File: src/sv/ssr_pkg.sv
// shared types, codes and constants of the soft start ramp controller
// no dependencies; used by every module of the block
package ssr_pkg;

  // widths of the payload and the working registers
  localparam int unsigned DutyW  = 8;
  localparam int unsigned TicksW = 16;
  localparam int unsigned AccW   = 24;
  localparam int unsigned StepW  = 9;
  localparam int unsigned AluW   = 26;

  // reset value of the ramp length register and top duty
  localparam logic [TicksW-1:0] RAMP_TICKS_RESET = 16'd10000;
  localparam logic [DutyW-1:0]  DUTY_MAX         = 8'hFF;

  // default depth of the enable pin history ring
  localparam int unsigned HISTORY_DEPTH_DEF = 8;

  // ramp state as seen on the output
  typedef enum logic [1:0] {
    RS_DOWN      = 2'd0,
    RS_UP_RAMP   = 2'd1,
    RS_UP        = 2'd2,
    RS_DOWN_RAMP = 2'd3
  } ramp_state_e;

  // operation of the shared adder
  typedef enum logic {
    ALU_ADD = 1'b0,
    ALU_SUB = 1'b1
  } alu_op_e;

  // debounced enable transitions of one tick
  typedef struct packed {
    logic rise;
    logic fall;
  } pin_edge_t;

endpackage

File: src/sv/ssr_alu.sv
// shared signed adder/subtractor used by the arithmetic steps of the sequencer
// depends on ssr_pkg
module ssr_alu (
  input  ssr_pkg::alu_op_e                     op_i,
  input  logic signed [ssr_pkg::AluW-1:0]      a_i,
  input  logic signed [ssr_pkg::AluW-1:0]      b_i,
  output logic signed [ssr_pkg::AluW-1:0]      res_o,
  output logic                                 neg_o,
  output logic                                 zero_o
);

  // single add or subtract with sign and zero flags
  always_comb begin
    unique case (op_i)
      ssr_pkg::ALU_ADD: res_o = a_i + b_i;
      ssr_pkg::ALU_SUB: res_o = a_i - b_i;
      default:          res_o = a_i + b_i;
    endcase
  end

  assign neg_o  = res_o[ssr_pkg::AluW-1];
  assign zero_o = (res_o == '0);

endmodule

File: src/sv/ssr_debounce.sv
// enable pin debouncer: ring of inverted samples, enable is the AND of all
// depends on ssr_pkg; reports the debounced edges of the last tick
module ssr_debounce #(
  parameter int unsigned Depth = ssr_pkg::HISTORY_DEPTH_DEF
) (
  input  logic               clk_i,
  input  logic               rst_ni,
  input  logic               sample_i,
  input  logic               pin_i,
  output ssr_pkg::pin_edge_t edge_o
);

  localparam int unsigned IdxW = $clog2(Depth);

  logic [Depth-1:0]   hist_q, hist_d;
  logic [IdxW-1:0]    idx_q, idx_d;
  logic               en_q, en_d;
  ssr_pkg::pin_edge_t edge_q, edge_d;

  // write the new sample into the ring and AND every entry
  always_comb begin
    hist_d = hist_q;
    idx_d  = idx_q;
    en_d   = en_q;
    edge_d = edge_q;
    if (sample_i) begin
      hist_d[idx_q] = ~pin_i;
      idx_d         = (idx_q == IdxW'(Depth - 1)) ? '0 : idx_q + 1'b1;
      en_d          = &hist_d;
      edge_d.rise   = ~en_q & en_d;
      edge_d.fall   = en_q & ~en_d;
    end
  end

  // ring, pointer, debounced level and edge flags
  always_ff @(posedge clk_i or negedge rst_ni) begin
    if (!rst_ni) begin
      hist_q <= '0;
      idx_q  <= '0;
      en_q   <= 1'b0;
      edge_q <= '0;
    end else begin
      hist_q <= hist_d;
      idx_q  <= idx_d;
      en_q   <= en_d;
      edge_q <= edge_d;
    end
  end

  assign edge_o = edge_q;

endmodule

File: src/sv/soft_start_ramp_controller.sv
// top level of the soft start ramp controller: sequencer and ramp registers
// depends on ssr_pkg, ssr_alu and ssr_debounce
//
//  channel   | direction | payload (low bit first)
//  s_axis    | in        | enable_pin[0], setpoint[8:1]
//  m_axis    | out       | duty[7:0], motor_enable[8], ramp_state_out[10:9]
//  cfg       | in        | ramp_ticks[15:0], written when cfg_we_i is high
//
// an input transfer runs through the sequencer steps around the one shared
// adder: a ramp step adds a clamp, a saturation check and, unless the duty saturates,
// 8 restoring divide steps; a ramp load adds 8 shift-add steps for each of the two products.
// s_axis_tready is high only while idle. the result sits in an output register, so
// the next input transfer is taken while it waits on m_axis_tready; a result that
// still waits then holds the sequencer in its output step. reset clears all control
// and ramp state.
module soft_start_ramp_controller #(
  parameter int unsigned HistoryDepth = ssr_pkg::HISTORY_DEPTH_DEF
) (
  input  logic        clk_i,
  input  logic        rst_ni,
  // enable_pin [0], setpoint [8:1], zero [15:9]
  input  logic [15:0] s_axis_tdata_i,
  input  logic        s_axis_tvalid_i,
  output logic        s_axis_tready_o,
  // duty [7:0], motor_enable [8], ramp_state_out [10:9], zero [15:11]
  output logic [15:0] m_axis_tdata_o,
  output logic        m_axis_tvalid_o,
  input  logic        m_axis_tready_i,
  input  logic        cfg_we_i,
  input  logic [15:0] cfg_wdata_i
);

  localparam int unsigned AluW = ssr_pkg::AluW;
  localparam int unsigned AccW = ssr_pkg::AccW;

  // sequencer states
  typedef enum logic [8:0] {
    S_IDLE  = 9'b000000001,
    S_RAMP  = 9'b000000010,
    S_CLAMP = 9'b000000100,
    S_DSAT  = 9'b000001000,
    S_DIV   = 9'b000010000,
    S_EDGE  = 9'b000100000,
    S_MULT  = 9'b001000000,
    S_MULD  = 9'b010000000,
    S_OUT   = 9'b100000000
  } seq_state_e;

  seq_state_e                  seq_q, seq_d;
  ssr_pkg::ramp_state_e        rs_q, rs_d;
  logic [ssr_pkg::TicksW-1:0]  ticks_q;
  logic [ssr_pkg::DutyW-1:0]   duty_q, duty_d;
  logic [AccW-1:0]             acc_q, acc_d;
  logic [AccW-1:0]             tgt_acc_q, tgt_acc_d;
  logic [ssr_pkg::DutyW-1:0]   tgt_q, tgt_d;
  logic signed [ssr_pkg::StepW-1:0] step_q, step_d;
  logic [ssr_pkg::DutyW-1:0]   sp_q, sp_d;
  logic signed [AluW-1:0]      tmp_q, tmp_d;
  logic [15:0]                 rem_q, rem_d;
  logic [ssr_pkg::DutyW-1:0]   quot_q, quot_d;
  logic [2:0]                  cnt_q, cnt_d;
  logic [AccW-1:0]             mul_q, mul_d;
  logic                        load_up_q, load_up_d;
  logic                        ovld_q, ovld_d;
  logic [15:0]                 odata_q, odata_d;

  logic [ssr_pkg::TicksW-1:0]  t_eff;
  logic                        s_fire;
  ssr_pkg::pin_edge_t          pin_edge;
  ssr_pkg::alu_op_e            alu_op;
  logic signed [AluW-1:0]      alu_a, alu_b, alu_res;
  logic                        alu_neg, alu_zero;
  logic [16:0]                 trial;
  logic [ssr_pkg::DutyW-1:0]   mplr;
  logic                        clamp;

  assign t_eff  = (ticks_q == '0) ? ssr_pkg::TicksW'(1) : ticks_q;
  assign s_fire = s_axis_tvalid_i & s_axis_tready_o;
  assign s_axis_tready_o = (seq_q == S_IDLE);

  // debounced enable edges, taken at each input transfer
  ssr_debounce #(
    .Depth (HistoryDepth)
  ) u_debounce (
    .clk_i    (clk_i),
    .rst_ni   (rst_ni),
    .sample_i (s_fire),
    .pin_i    (s_axis_tdata_i[0]),
    .edge_o   (pin_edge)
  );

  // shared adder
  ssr_alu u_alu (
    .op_i   (alu_op),
    .a_i    (alu_a),
    .b_i    (alu_b),
    .res_o  (alu_res),
    .neg_o  (alu_neg),
    .zero_o (alu_zero)
  );

  assign trial = {rem_q, acc_q[cnt_q]};
  assign mplr  = (seq_q == S_MULT) ? tgt_q : duty_q;

  // operand selection for the shared adder
  always_comb begin
    alu_op = ssr_pkg::ALU_ADD;
    alu_a  = '0;
    alu_b  = '0;
    unique case (seq_q)
      S_RAMP: begin
        alu_op = (rs_q == ssr_pkg::RS_DOWN_RAMP) ? ssr_pkg::ALU_SUB : ssr_pkg::ALU_ADD;
        alu_a  = AluW'(acc_q);
        alu_b  = AluW'(step_q);
      end
      S_CLAMP: begin
        alu_op = ssr_pkg::ALU_SUB;
        alu_a  = tmp_q;
        alu_b  = AluW'(tgt_acc_q);
      end
      S_DSAT: begin
        alu_op = ssr_pkg::ALU_SUB;
        alu_a  = AluW'(acc_q[AccW-1:8]);
        alu_b  = AluW'(t_eff);
      end
      S_DIV: begin
        alu_op = ssr_pkg::ALU_SUB;
        alu_a  = AluW'(trial);
        alu_b  = AluW'(t_eff);
      end
      S_EDGE: begin
        alu_op = ssr_pkg::ALU_SUB;
        alu_a  = pin_edge.rise ? AluW'(sp_q) : AluW'(duty_q);
        alu_b  = pin_edge.rise ? AluW'(duty_q) : '0;
      end
      S_MULT, S_MULD: begin
        alu_op = ssr_pkg::ALU_ADD;
        alu_a  = AluW'({mul_q[AccW-2:0], 1'b0});
        alu_b  = mplr[cnt_q] ? AluW'(t_eff) : '0;
      end
      S_IDLE, S_OUT: begin
        alu_op = ssr_pkg::ALU_ADD;
      end
      default: begin
        alu_op = ssr_pkg::ALU_ADD;
      end
    endcase
  end

  // clamp at the target in the direction of travel
  always_comb begin
    if (rs_q == ssr_pkg::RS_UP_RAMP && !step_q[ssr_pkg::StepW-1]) begin
      clamp = ~alu_neg & ~alu_zero;
    end else begin
      clamp = alu_neg;
    end
  end

  // sequencer
  always_comb begin
    seq_d     = seq_q;
    rs_d      = rs_q;
    duty_d    = duty_q;
    acc_d     = acc_q;
    tgt_acc_d = tgt_acc_q;
    tgt_d     = tgt_q;
    step_d    = step_q;
    sp_d      = sp_q;
    tmp_d     = tmp_q;
    rem_d     = rem_q;
    quot_d    = quot_q;
    cnt_d     = cnt_q;
    mul_d     = mul_q;
    load_up_d = load_up_q;
    ovld_d    = ovld_q;
    odata_d   = odata_q;

    // output register drains independently
    if (ovld_q && m_axis_tready_i) begin
      ovld_d = 1'b0;
    end

    unique case (seq_q)
      S_IDLE: begin
        if (s_fire) begin
          sp_d  = s_axis_tdata_i[8:1];
          seq_d = S_RAMP;
        end
      end
      // ramp step or state change
      S_RAMP: begin
        unique case (rs_q)
          ssr_pkg::RS_UP_RAMP: begin
            if (duty_q == tgt_q) begin
              rs_d   = ssr_pkg::RS_UP;
              duty_d = sp_q;
              seq_d  = S_EDGE;
            end else begin
              tmp_d = alu_res;
              seq_d = S_CLAMP;
            end
          end
          ssr_pkg::RS_DOWN_RAMP: begin
            if (duty_q == '0) begin
              rs_d  = ssr_pkg::RS_DOWN;
              seq_d = S_EDGE;
            end else begin
              tmp_d = alu_res;
              seq_d = S_CLAMP;
            end
          end
          ssr_pkg::RS_UP: begin
            duty_d = sp_q;
            seq_d  = S_EDGE;
          end
          ssr_pkg::RS_DOWN: begin
            seq_d = S_EDGE;
          end
          default: begin
            seq_d = S_EDGE;
          end
        endcase
      end
      S_CLAMP: begin
        acc_d = clamp ? tgt_acc_q : tmp_q[AccW-1:0];
        seq_d = S_DSAT;
      end
      // saturation check, then restoring divide by the ramp length
      S_DSAT: begin
        if (!alu_neg) begin
          duty_d = ssr_pkg::DUTY_MAX;
          seq_d  = S_EDGE;
        end else begin
          rem_d  = acc_q[AccW-1:8];
          quot_d = '0;
          cnt_d  = 3'd7;
          seq_d  = S_DIV;
        end
      end
      S_DIV: begin
        if (!alu_neg) begin
          rem_d  = alu_res[15:0];
          quot_d = {quot_q[6:0], 1'b1};
        end else begin
          rem_d  = trial[15:0];
          quot_d = {quot_q[6:0], 1'b0};
        end
        cnt_d = cnt_q - 3'd1;
        if (cnt_q == '0) begin
          duty_d = {quot_q[6:0], ~alu_neg};
          seq_d  = S_EDGE;
        end
      end
      // debounced edge loads a new ramp
      S_EDGE: begin
        if (pin_edge.rise &&
            (rs_q == ssr_pkg::RS_DOWN || rs_q == ssr_pkg::RS_DOWN_RAMP)) begin
          load_up_d = 1'b1;
          tgt_d     = sp_q;
          step_d    = alu_res[ssr_pkg::StepW-1:0];
          mul_d     = '0;
          cnt_d     = 3'd7;
          seq_d     = S_MULT;
        end else if (pin_edge.fall &&
            (rs_q == ssr_pkg::RS_UP_RAMP || rs_q == ssr_pkg::RS_UP)) begin
          load_up_d = 1'b0;
          tgt_d     = '0;
          step_d    = alu_res[ssr_pkg::StepW-1:0];
          mul_d     = '0;
          cnt_d     = 3'd7;
          seq_d     = S_MULT;
        end else begin
          seq_d = S_OUT;
        end
      end
      // shift-add products: ramp length times target, then times duty
      S_MULT: begin
        mul_d = alu_res[AccW-1:0];
        cnt_d = cnt_q - 3'd1;
        if (cnt_q == '0) begin
          tgt_acc_d = alu_res[AccW-1:0];
          mul_d     = '0;
          cnt_d     = 3'd7;
          seq_d     = S_MULD;
        end
      end
      S_MULD: begin
        mul_d = alu_res[AccW-1:0];
        cnt_d = cnt_q - 3'd1;
        if (cnt_q == '0) begin
          acc_d = alu_res[AccW-1:0];
          rs_d  = load_up_q ? ssr_pkg::RS_UP_RAMP : ssr_pkg::RS_DOWN_RAMP;
          seq_d = S_OUT;
        end
      end
      // hand the result to the output register
      S_OUT: begin
        if (!ovld_q || m_axis_tready_i) begin
          ovld_d  = 1'b1;
          odata_d = {5'b0, rs_q, (rs_q != ssr_pkg::RS_DOWN), duty_q};
          seq_d   = S_IDLE;
        end
      end
      default: begin
        seq_d = S_IDLE;
      end
    endcase
  end

  // control and ramp state
  always_ff @(posedge clk_i or negedge rst_ni) begin
    if (!rst_ni) begin
      seq_q     <= S_IDLE;
      rs_q      <= ssr_pkg::RS_DOWN;
      ticks_q   <= ssr_pkg::RAMP_TICKS_RESET;
      duty_q    <= '0;
      acc_q     <= '0;
      tgt_acc_q <= '0;
      tgt_q     <= '0;
      step_q    <= '0;
      cnt_q     <= '0;
      load_up_q <= 1'b0;
      ovld_q    <= 1'b0;
    end else begin
      seq_q     <= seq_d;
      rs_q      <= rs_d;
      duty_q    <= duty_d;
      acc_q     <= acc_d;
      tgt_acc_q <= tgt_acc_d;
      tgt_q     <= tgt_d;
      step_q    <= step_d;
      cnt_q     <= cnt_d;
      load_up_q <= load_up_d;
      ovld_q    <= ovld_d;
      if (cfg_we_i) begin
        ticks_q <= cfg_wdata_i;
      end
    end
  end

  // working and payload registers
  always_ff @(posedge clk_i) begin
    sp_q    <= sp_d;
    tmp_q   <= tmp_d;
    rem_q   <= rem_d;
    quot_q  <= quot_d;
    mul_q   <= mul_d;
    odata_q <= odata_d;
  end

  assign m_axis_tvalid_o = ovld_q;
  assign m_axis_tdata_o  = odata_q;

endmodule

File: config.mk
export PLATFORM = sky130hd
export DESIGN_NAME = soft_start_ramp_controller
export DESIGN_NICKNAME = d
export VERILOG_FILES = /design/src/sv/ssr_pkg.sv /design/src/sv/ssr_alu.sv /design/src/sv/ssr_debounce.sv /design/src/sv/soft_start_ramp_controller.sv
export SDC_FILE = /design/constraint.sdc
export NUM_CORES = 1
export LEC_CHECK = 0
export ABC_AREA = 1
export ABC_CLOCK_PERIOD_IN_PS = 7850
export BUFFER_PORTS_ARGS = -buffer_cell sky130_fd_sc_hd__buf_2
export CAP_MARGIN = 20
export CORE_MARGIN = 5
export CORE_UTILIZATION = 50
export CTS_BUF_LIST = sky130_fd_sc_hd__clkbuf_2
export DETAILED_ROUTE_END_ITERATION = 7
export GPL_ROUTABILITY_DRIVEN = 0
export GPL_TIMING_DRIVEN = 0
export PLACE_DENSITY = 0.78
export SYNTH_ARGS = -nofsm -noshare
export SYNTH_HDL_FRONTEND = slang
export SYNTH_SLANG_ARGS = --single-unit
File: constraint.sdc
create_clock -name clk_i -period 7.85 [get_ports clk_i]
set_input_delay 1.9625 -clock clk_i [delete_from_list [all_inputs] [get_ports clk_i]]
set_output_delay 1.9625 -clock clk_i [all_outputs]
set_load 0.1 [all_outputs]
==> results.md <==
* Post-CTS Hold Buffers at 0
* FP Rows at 58
* Dominant cell type by area after synthesis: dfrtp_1
* Io pins at 55
* Hold slack at 0.4917 ns
* CTS clk-pin slew, worst paths at 0.10 ns
* Yosys cell types at 56
* First-pass GRT wire length at 61130 microns
* Slowest CP cell: clkinvlp_4
* Syn Area/Cell at 7.882 sq um
* Starting density of the core at 50.56%
* Nets at 1782
* Maxcap violations at 0
* Vias in the first global route at 11673
* Rel. slew slack at 27.35%
* Fillers at 2298
* Die X at 169.1 microns
* Die Area at 28600 sq um
* LEAKAGE at 0.006710 uW
* Iter 0 DRT Violations at 1427
* Clk_skew at 0.1529 ns
* Vias per cell at 5.777
* H-tree Lvls at 2
* CP Class: flip-flop to flip-flop
* Crit path DAT at 7.46 ns
* Peak Freq at 141.7 MHz
* Post-synth ARST share at 56.67%
* Setup-failing EPs final at 0
* Setup TNS at 0 ns
* Startpoint types: flip-flop
* Worst-skew pair later-pin latency at 0.95 ns
* Post-synthesis sequential area ratio at 45.17%
* Pwr dens at 284.7 nW/um^2
* Final cycle utilization of the critical path at 89.87%
* Layout area overhead at 9.696%
* Post-synth top flop: dfrtp_1
* Number of I/O port buffers at 40
* Most frequent cells in the layout: 423 x nand2_1, 201 x inv_1, 133 x o21ai_0, 113 x nand3_1, 113 x dfrtp_1
* Final Max Slew Viols at 0
* Total Wirelength at 39240 microns
* CP max FO at 23
* Synth warn at 0
* Drt drc at 0
* First drt pass iteration count at 6
* Core ar. at 25040 sq um
* Max clock buf depth at 3
* CTS tree: yes
* Minimum clock period at 7.055 ns
* Sink Count at 210
* Maximum vdd ir drop at 0.1674 mV
* Overflow after GRT at 0
* Setup crit end kind: flip-flop
* Cell count after synthesis at 1606
* FF+latch count, synth at 210
* Final hold violation count at 0
* R2r setup slk at 0.80 ns
* Cells after DPL at 1983
* CTS Buf Count at 55
* Share of cells above drive strength 1 at 11.90%
* Share of the synthesized area in the top cell type at 22.34%
* Status: completed
* Hold WC Path Type: flip-flop to flip-flop
* GRT Resource Usage Total at 27.02%
* Commonest non-fill, non-tap cell in the layout: nand2_1
* WL/cell at 18.80 microns
* Via count at 12057
* Post-Layout Cell Count at 2087
* Synth area leaders: dfrtp_1 22%, edfxtp_1 22%, nand2_1 13%, inv_1 6.0%, o21ai_0 5.3%
* CP max stage delay at 0.44 ns
* Area of the mapped netlist at 12660 sq um
* Detail Route Antenna Nets at 0
* Half-perimeter wire length after placement at 30150 microns
* Critical path's most frequent cell: nand2_1
* Slew of the pin with the lowest slew margin at 1.086 ns
* Antenna violations before repair at 2
* RSZ-0062 raised after global routing: no
* Clk Tree Root Cell: clkbuf_2
* Placed cell area at 13380 sq um
* Chip Height at 169.1 microns
* Number of synthesized flops with an enable pin at 91
* Cell area after layout at 13890 sq um
* Pin count of the biggest net entering global routing at 63
* Worst Path Required at 8.26 ns
-- registers in the layout, indices dropped and copies added (netlist names) --
register / cells
quot_q: 7
u_debounce.idx_q: 3
m_axis_tvalid_o: 1
rem_q: 16
acc_q: 24
duty_q: 8
mul_q: 23
tgt_q: 8
u_debounce.hist_q: 8
sp_q: 8
ticks_q: 16
rs_q: 2
m_axis_tdata_o: 11
u_debounce.edge_o: 2
cnt_q: 3
tmp_q: 26
u_debounce.en_q: 1
load_up_q: 1
step_q: 9
tgt_acc_q: 24
seq_q: 9
-- cell usage after synthesis, drive strengths merged, types with 10 or more instances --
| cell | count |
|---|---|
| dfrtp | 113 |
| edfxtp | 91 |
| nor2 | 115 |
| xor2 | 25 |
| nand2 | 436 |
| a21oi | 76 |
| xnor2 | 10 |
| o2111ai | 12 |
| nand3 | 119 |
| buf | 29 |
| inv | 210 |
| ha | 34 |
| clkbuf | 33 |
| o21ai | 155 |
| nor3 | 18 |
| nand4 | 26 |
| o211ai | 12 |
| o22ai | 10 |
| a22oi | 15 |
-- metal layers --
layer  vias to the layer above  share of wire [%]  GRT usage (%)
li1                       5600                  -              -
met1                      5499                 38          35.35
met2                       801                 43          41.17
met3                       155                 14          9.085
met4                         2                4.6          11.87
met5                         -              0.033              0
-- stage by stage --
stage / power (uW) / worst slack (ns) / utilization, %
4_1_cts: 3893 / 0.7263 / 55.44
6_report: 3954 / 0.7951 / 55.46
3_5_place_dp: 3139 / 0.8794 / 53.43
3_3_place_gp: 3088 / 0.9693 / 53.07
5_1_grt: 4166 / 0.1049 / 55.46
2_1_floorplan: 2623 / 2.248 / -
-- worst paths after layout --
kind | startpoint | end | cells past startpoint
setup / recovery | seq_q[5] | rem_q[15] | 45
hold / removal | acc_q[16] | acc_q[16] | 2
setup reg to reg | seq_q[5] | rem_q[15] | 45
hold reg to reg | acc_q[16] | acc_q[16] | 2
max in group asynchronous | rst_ni | ticks_q[13] | 2
min in group asynchronous | rst_ni | rs_q[0] | 1
-- critical path: cells and delay by family (launching register included) --
kind,cells,cell delay (ns)
AOI/OAI and AO/OA,1,0.16
xor gates and xnor gates,2,0.43
adders and majority gates,2,0.49
buffers and inverters,9,1.16
DFF,1,0.40
and+or+nand+nor,31,3.87
-- layout make-up --
cell class | instances | area (sq um) | share of cell area [%]
multi-input combinational | 1122 | 5837 | 42.03
sequential | 210 | 5718 | 41.18
inverter | 216 | 814.5 | 5.866
tap | 330 | 412.9 | 2.974
clock buffer | 79 | 395.4 | 2.847
buffer | 62 | 321.6 | 2.316
timing repair buffer | 43 | 276.5 | 1.991
clock inverter | 24 | 107.6 | 0.7749
antenna | 1 | 2.502 | 0.01802
-- logic make-up after synthesis --
logic type | after synthesis | synth area share, %
XOR/XNOR | 35 | 2.422
other | 1 | 0.02962
AO/OA/AOI/OAI | 315 | 14.30
flip-flops | 210 | 45.17
buffers and inverters | 278 | 8.945
AND/OR/NAND/NOR | 728 | 25.25
adder cells (fa/ha/maj) | 35 | 3.519
multiplexers | 4 | 0.3558
-- what timing repair did --
action,in CTS,in global routing
hold endpoints to repair,0,0
setup buffers,0,0
resized for setup,0,1
endpoints found under the setup margin,0,7
-- power breakdown --
part | leakage [uW] | switching, uW | internal, uW
Clock | 0.000388 | 485 | 281
Sequential | 0.00234 | 123 | 1290
Combinational | 0.00398 | 1240 | 529
Total | 0.00671 | 1850 | 2100
Power figures use the tool's default switching activity.
